$ cat src/hw/rtl/chrt_pkg.sv
// Shared constants, command codes and controller/datapath interface types.
package chrt_pkg;

  // Default number format and identifier width.
  localparam int COORD_BITS_DEF = 32;
  localparam int FRAC_BITS_DEF  = 16;
  localparam int ID_BITS_DEF    = 16;

  // Configuration register widths, indexes and reset values.
  localparam int               EPS_BITS       = 16;
  localparam int               CFG_IDX_BITS   = 1;
  localparam logic [CFG_IDX_BITS-1:0] REG_EDGE_EPS = 1'd0;
  localparam logic [CFG_IDX_BITS-1:0] REG_T_EPS    = 1'd1;
  localparam logic [EPS_BITS-1:0] EDGE_EPS_RESET = 16'd66;
  localparam logic [EPS_BITS-1:0] T_EPS_RESET    = 16'd1;

  // Input command codes.
  localparam int CMD_BITS = 3;
  localparam logic [CMD_BITS-1:0] CMD_ORIGIN = 3'd0;
  localparam logic [CMD_BITS-1:0] CMD_DIR    = 3'd1;
  localparam logic [CMD_BITS-1:0] CMD_VERT_A = 3'd2;
  localparam logic [CMD_BITS-1:0] CMD_VERT_B = 3'd3;
  localparam logic [CMD_BITS-1:0] CMD_VERT_C = 3'd4;

  // Determinant sequencing: four determinants of ten steps each.
  localparam logic [3:0] DET_STEP_LAST = 4'd9;
  localparam logic [1:0] DET_K_LAST    = 2'd3;

  // Quotient selectors for the shared divider.
  localparam logic [1:0] DIV_BETA  = 2'd0;
  localparam logic [1:0] DIV_GAMMA = 2'd1;
  localparam logic [1:0] DIV_T     = 2'd2;

  // Commands from the controller to the datapath.
  typedef struct packed {
    logic       load_origin;
    logic       load_dir;
    logic       load_a;
    logic       load_b;
    logic       load_c;
    logic       clear_best;
    logic       load_edges;
    logic       det_en;
    logic [1:0] det_k;
    logic [3:0] det_s;
    logic       div_start;
    logic       div_store;
    logic [1:0] div_sel;
    logic       decide;
    logic       emit;
  } dp_cmd_t;

  // Status from the datapath to the controller.
  typedef struct packed {
    logic da_zero;
    logic div_done;
    logic out_busy;
  } dp_stat_t;

endpackage

$ cat src/hw/rtl/chrt_ctrl.sv
// Controller: input decode and the sequencer for edges, determinants, divisions and result.
module chrt_ctrl (
  input  logic                          clk,
  input  logic                          rst,
  input  logic                          s_tvalid,
  output logic                          s_tready,
  input  logic [chrt_pkg::CMD_BITS-1:0] s_tuser,
  input  logic                          s_tlast,
  input  chrt_pkg::dp_stat_t            stat,
  output chrt_pkg::dp_cmd_t             cmd
);
  import chrt_pkg::*;

  typedef enum logic [5:0] {
    S_IDLE   = 6'b000001,
    S_EDGE   = 6'b000010,
    S_DET    = 6'b000100,
    S_DIV    = 6'b001000,
    S_DECIDE = 6'b010000,
    S_EMIT   = 6'b100000
  } state_t;

  state_t     state;
  state_t     state_next;
  logic [1:0] det_k;
  logic [1:0] det_k_next;
  logic [3:0] det_s;
  logic [3:0] det_s_next;
  logic [1:0] div_sel;
  logic [1:0] div_sel_next;
  logic       issued;
  logic       issued_next;
  logic       last;
  logic       last_next;
  logic       in_xfer;

  assign s_tready = (state == S_IDLE);
  assign in_xfer  = s_tvalid && s_tready;

  // Next-state and command logic.
  always_comb begin
    state_next   = state;
    det_k_next   = det_k;
    det_s_next   = det_s;
    div_sel_next = div_sel;
    issued_next  = issued;
    last_next    = last;
    cmd          = '0;
    cmd.det_k    = det_k;
    cmd.det_s    = det_s;
    cmd.div_sel  = div_sel;
    case (state)
      S_IDLE: begin
        if (in_xfer) begin
          case (s_tuser)
            CMD_ORIGIN: begin
              cmd.load_origin = 1'b1;
              cmd.clear_best  = 1'b1;
            end
            CMD_DIR:    cmd.load_dir = 1'b1;
            CMD_VERT_A: cmd.load_a   = 1'b1;
            CMD_VERT_B: cmd.load_b   = 1'b1;
            CMD_VERT_C: begin
              cmd.load_c = 1'b1;
              last_next  = s_tlast;
              state_next = S_EDGE;
            end
            default: ;
          endcase
        end
      end
      S_EDGE: begin
        cmd.load_edges = 1'b1;
        det_k_next     = '0;
        det_s_next     = '0;
        state_next     = S_DET;
      end
      S_DET: begin
        cmd.det_en = 1'b1;
        if (det_s == DET_STEP_LAST) begin
          det_s_next = '0;
          det_k_next = det_k + 1'b1;
          if (det_k == DET_K_LAST) begin
            div_sel_next = DIV_BETA;
            issued_next  = 1'b0;
            state_next   = S_DIV;
          end
        end else begin
          det_s_next = det_s + 1'b1;
        end
      end
      S_DIV: begin
        if (stat.da_zero) begin
          state_next = S_DECIDE;
        end else if (!issued) begin
          cmd.div_start = 1'b1;
          issued_next   = 1'b1;
        end else if (stat.div_done) begin
          cmd.div_store = 1'b1;
          issued_next   = 1'b0;
          if (div_sel == DIV_T) begin
            state_next = S_DECIDE;
          end else begin
            div_sel_next = div_sel + 1'b1;
          end
        end
      end
      S_DECIDE: begin
        cmd.decide = 1'b1;
        state_next = last ? S_EMIT : S_IDLE;
      end
      S_EMIT: begin
        if (!stat.out_busy) begin
          cmd.emit   = 1'b1;
          state_next = S_IDLE;
        end
      end
      default: state_next = S_IDLE;
    endcase
  end

  // Controller registers.
  always_ff @(posedge clk) begin
    if (rst) begin
      state   <= S_IDLE;
      det_k   <= '0;
      det_s   <= '0;
      div_sel <= '0;
      issued  <= 1'b0;
      last    <= 1'b0;
    end else begin
      state   <= state_next;
      det_k   <= det_k_next;
      det_s   <= det_s_next;
      div_sel <= div_sel_next;
      issued  <= issued_next;
      last    <= last_next;
    end
  end

  // A result is loaded only when the result register is free.
  a_emit_free: assert property (@(posedge clk) disable iff (rst)
    cmd.emit |-> !stat.out_busy)
    else $error("result emitted over a pending result");

  // The determinant step counter stays within its ten steps.
  a_det_step: assert property (@(posedge clk) disable iff (rst)
    (state == S_DET) |-> (det_s <= DET_STEP_LAST))
    else $error("determinant step out of range");

  // A decision is followed by the result or by a return to idle.
  a_decide_next: assert property (@(posedge clk) disable iff (rst)
    (state == S_DECIDE) |=> (state == S_IDLE || state == S_EMIT))
    else $error("unexpected state after decision");

  // Each division is started once and stored only after it was started.
  a_div_store: assert property (@(posedge clk) disable iff (rst)
    cmd.div_store |-> (issued && !cmd.div_start))
    else $error("quotient stored without a started division");

endmodule

$ cat config.mk
export PLATFORM = sky130hd
export DESIGN_NAME = chrt_ctrl
export DESIGN_NICKNAME = d
export VERILOG_FILES = /design/src/hw/rtl/chrt_pkg.sv /design/src/hw/rtl/chrt_ctrl.sv
export SDC_FILE = /design/constraint.sdc
export NUM_CORES = 1
export LEC_CHECK = 0
export ABC_AREA = 1
export BUFFER_PORTS_ARGS = -buffer_cell sky130_fd_sc_hd__buf_2
export CAP_MARGIN = 25
export CORE_MARGIN = 2
export CORE_UTILIZATION = 55
export CTS_BUF_LIST = sky130_fd_sc_hd__clkbuf_4
export DETAILED_ROUTE_END_ITERATION = 8
export GPL_TIMING_DRIVEN = 0
export PLACE_DENSITY = 0.82
export SKIP_LAST_GASP = 1
export SLEW_MARGIN = 5
export SYNTH_ARGS = -nofsm -noshare
export SYNTH_HDL_FRONTEND = slang
export SYNTH_SLANG_ARGS = --single-unit
$ cat constraint.sdc
create_clock -name clk -period 3.2 [get_ports clk]
set_input_delay 0.48 -clock clk [delete_from_list [all_inputs] [get_ports clk]]
set_output_delay 0.48 -clock clk [all_outputs]
set_load 0.02 [all_outputs]
After elaboration in Yosys (flattened, before gate mapping):

Cells that the tools add are included.

* input port bits: 10
* word-level logic and storage cells: 88
* register bits: 16
* memories kept: 0
* memory bits (writable): 0
* memory bits (read-only): 0
* latch bits: 0

* divide/modulo/power cells: 0
* muxes and demuxes: 45
* multipliers: 0
* $lt $le $gt $ge: 0
* bitwise gates (word level): 0
* shifts and indexed selects: 0
* eq/ne operators: 25
* $add $sub $neg: 3
* reduce and logical (&&, ||, !) cells: 9

Operator list (count)
* 6-bit two-way mux: 12
* 6-bit one-hot mux with 6 select lines: 1
* 1-bit two-way mux: 18
* 2-bit two-way mux: 9
* 2-bit inequality test, second input constant: 7
* 3-bit inequality test, second input constant: 3
* 2-bit one-hot mux with 2 select lines: 2
* 4-bit one-hot mux with 2 select lines: 1
* 8-bit AND reduction: 1
* 7-bit AND reduction: 1
* 3-bit by 2-bit equality test with 1-bit output, second input constant: 2
* 6-bit by 1-bit equality test with 1-bit output, second input constant: 1
* 6-bit by 2-bit equality test with 1-bit output, second input constant: 1
* 6-bit by 3-bit equality test with 1-bit output, second input constant: 1
* 6-bit by 4-bit equality test with 1-bit output, second input constant: 1
* 6-bit by 5-bit equality test with 1-bit output, second input constant: 1
* 6-bit equality test, second input constant: 1
* 2-bit by 1-bit adder with 2-bit output, second input constant: 2
* 4-bit by 1-bit adder with 4-bit output, second input constant: 1
* 2-bit equality test, second input constant: 2
* 4-bit equality test, second input constant: 1
* 4-bit two-way mux: 1
* 2-bit by 1-bit inequality test with 1-bit output, second input constant: 2
* 4-bit AND reduction: 1
* other kinds (8): 9

Logic depth before layout (Yosys ltp):

* depth in word-level cells: 6
* gate-level depth with buffers: 11

Worst setup path after synthesis:

Ideal clock, no wire load.

* kind: reg2out
* start point: reg state[2]
* end point: out cmd[19] (netlist name)
* cell stages (with the launch flop): 9
* arrival: 1.710 ns
* slack: 1.010 ns
* buffers on the path: 1
* data required time: 2.720 ns
* path through: dfxtp_1 -> nor2_4 -> inv_1 -> nor2_1 -> nand2_1 -> nor2_1 -> nand2_1 -> nor3_1 -> buf_4

RTL lines
* from (decl): line chrt_ctrl.sv:23 `state_t state;`
* from (signal assigned): line chrt_ctrl.sv:132 `state <= state_next;`
* to (decl): line chrt_ctrl.sv:10 `output chrt_pkg::dp_cmd_t cmd`

==> run_results.csv <==
group,metric,value,unit
power,p_leak,0.648,nW
setup_path,max_stage_delay,390,ps
route,drtAntennaViolNets,0,
min_path,hold_path_end,"last$_SDFFE_PP0P_",
sta,hold_viol_final,0,
setup_path,crit_required,2720,ps
clock_network,htree_levels,1,
setup_path,end_kind,"output port",
synth,synth_top_area_cell,"dfxtp_1",
setup_path,reg2regPathDepth,9,
floorplanning,start_util,0.596,
setup_path,crit_slowest_cell,"dfxtp_1",
route,wl_per_cell,10.6,um
route,drt_pre_antenna_iters,4,
finish,final_common_cell,"buf_2",
finish,mostFrequentLayoutCells,"buf_2, nand2_1, inv_1, nor2_1, dfxtp_1",
global_route,grt_util_all_layers,0.203,
route,drtIter0Drc,21,
synth,syn-num-nets,166,
power,power_density,554,mW/mm^2
finish,fillers,171,
clock_network,cts_tree,"built",
place,globalplace.congestion,0.781,
global_route,grt_pass1_wl,3310,um
setup_path,crit_chain,"nor2_4 > inv_1 > nor2_1 > nand2_1 > nor2_1 > nand2_1 > nor3_1 > buf_4 > buf_2",
route,drc_errors,0,
setup_path,crit_buf_inv,3,
sta,timing.fmax,0.430,GHz
clock_network,clk_pin_slew,100,ps
min_path,min-delay-start,"s_tlast",
synth,synth-warning-count,0,
floorplanning,die_w,47.7,um
global_route,overflow,0,
clock_network,clock_latency,290,ps
place,dpl.hpwl,1800,um
clock_network,cts_made_buffers,3,
setup_path,reg2reg_from,"div_sel[0]$_SDFFE_PP0P_",
route,vias,1052,
floorplanning,rows,15,
route,viasPerCell,5.03,
min_path,min_path_type,"in2reg",
sta,skew,2.62,ps
global_route,grt_max_degree,10,
floorplanning,dieArea,0.00228,mm^2
clock_network,cts-resized-gates,0,
clock_network,cts_root_buf,"clkbuf_4",
setup_path,crit_fanout,5,
run_status,status,"finished clean",
sta,worst_slack,873,ps
setup_path,arrival,1850,ps
clock_network,hold_buffers,0,
setup_path,critPathTopFamily,"simple AND/OR/NAND/NOR gates",
setup_path,r2r_slack,1710,ps
place,dpl_worst_slack,1200,ps
setup_path,crit_type,"reg2out",
clock_network,clockBufferDepth,2,
sta,slew_headroom,0.817,
power,peakVddDrop,0.000298,V
synth,synth_top_area_frac,0.305,
finish,diodes,0,
global_route,grt_pass1_vias,821,
place,io_buffers,29,
sta,rsz0062_at_grt,"false",
sta,min_period,2330,ps
sta,fin_tns_setup,0,ps
floorplanning,die_h,47.7,um
synth,ys_seq_elements,16,
min_path,min_path_cells,3,
clock_network,clock-sinks,16,
setup_path,startpoint_type,"flip-flop",
sta,setup_viol,0,
finish,syn2layout_area_growth,18.9,%
synth,netlist_instances,152,
setup_path,r2r-end,"div_sel[1]$_SDFFE_PP0P_",
synth,synth_area,0.00105,mm^2
sta,drv_slew,0,
job,cap_violations,0,
finish,fin_nets,200,
sta,worstMarginPinSlew,274,ps
sta,period_share,0.727,
synth,synth_seq_area_share,0.305,
synth,syn_area_per_cell,6.91,um^2
global_route,antenna_found_initial,0,
route,wirelength,2220,um
synth,synth_cell_type_count,27,
floorplanning,core_area,0.00176,mm^2
floorplanning,ioPinCount,31,
finish,drive_gt1_frac,0.299,
clock_network,postCtsSetupBuffers,0,
synth,synth.area.top_cells,"dfxtp_1, nand2_1, inv_1",
-- logic make-up (layout without fill, tap and decap cells) --
family / after synthesis / in the layout / share of synthesized area
fa+ha+maj: 4 / 4 / 0.0476
buf+inv: 28 / 60 / 0.111
simple gates: 86 / 86 / 0.442
xor+xnor: 1 / 1 / 0.00833
flops: 16 / 16 / 0.305
compound gates: 17 / 17 / 0.0869
-- state kept, by name, indices dropped and copies added, names as in the netlist --
name and count:
div_sel 2, last 1, state 6, det_k 2, issued 1, det_s 4
-- layer usage --
metal | vias up | wire length, um | global-route usage
met5 | - | 0 | 0
met4 | 0 | 29 | 0.0649
met3 | 5 | 82 | 0.0340
met2 | 21 | 1120 | 0.352
met1 | 479 | 991 | 0.255
li1 | 547 | - | -
-- worst max path at each step --
stage / start / endpoint / slack [ps] / cells after the start
floorplan: state[2]$_SDFFE_PP0P_ / cmd[19] / 1010 / 8
global placement: state[2]$_SDFFE_PP0P_ / cmd[19] / 1230 / 9
detailed placement: state[2]$_SDFFE_PP0P_ / cmd[19] / 1200 / 9
CTS: state[2]$_SDFFE_PP0P_ / cmd[19] / 870 / 9
global route: state[2]$_SDFFE_PP0P_ / cmd[19] / 580 / 9
finish: state[2]$_SDFFE_PP0P_ / cmd[19] / 870 / 9
-- layout make-up --
type                    count  area [um^2]  area share
well taps                  25         31.3      0.0250
inverters                  26         98.8      0.0791
plain buffers               2         17.5      0.0140
flip-flops and latches     16          320       0.256
multi-input cells         108          614       0.491
repair buffers             29          145       0.116
clock buffers               3         22.5      0.0180
-- through the flow --
| stage | utilization | hold WS [ps] | instances | total power, mW | area, um^2 |
|---|---|---|---|---|---|
| finish | 0.709 | 418 | 209 | 0.693 | 1250 |
| global route | 0.709 | 453 | 209 | 0.746 | 1250 |
| CTS | 0.709 | 427 | 209 | 0.693 | 1250 |
| detailed placement | 0.696 | 477 | 206 | 0.588 | 1230 |
| global placement | 0.696 | 467 | 206 | 0.577 | 1230 |
| floorplan | - | 461 | 152 | 0.516 | 1050 |
-- report_power, final --
part / total, mW / internal, mW / switching [mW]
logic: 0.332 / 0.105 / 0.227
registers: 0.250 / 0.222 / 0.0283
clock network: 0.111 / 0.0438 / 0.0669
total: 0.693 / 0.371 / 0.322
-- worst reg2reg max path, cell delays in order, from the launching register on --
cell     delay, ps
dfxtp_1        380
inv_1           60
ha_1           200
or2_2          290
nand2_1         80
o21ai_2         80
nor2_2         140
nand2_1         70
nand2_1         70
nor2_2          30
-- Yosys cell counts --
cell / number
nand2_1: 26
inv_1: 22
nor2_1: 20
dfxtp_1: 16
nand3_1: 12
a21oi_1: 11
nor3_1: 7
nor2_4: 5
ha_1: 4
nand4_1: 4
nor2_2: 4
inv_2: 3
o21ai_0: 3
nand2_4: 2
buf_4: 1
clkdlybuf4s25_2: 1
clkinv_2: 1
nand2_2: 1
nand3_2: 1
nand3_4: 1
nand4_4: 1
o21ai_1: 1
o21ai_2: 1
o21bai_1: 1
or2_1: 1
or2_2: 1
xnor2_1: 1
Power figures use the tool's default switching activity.
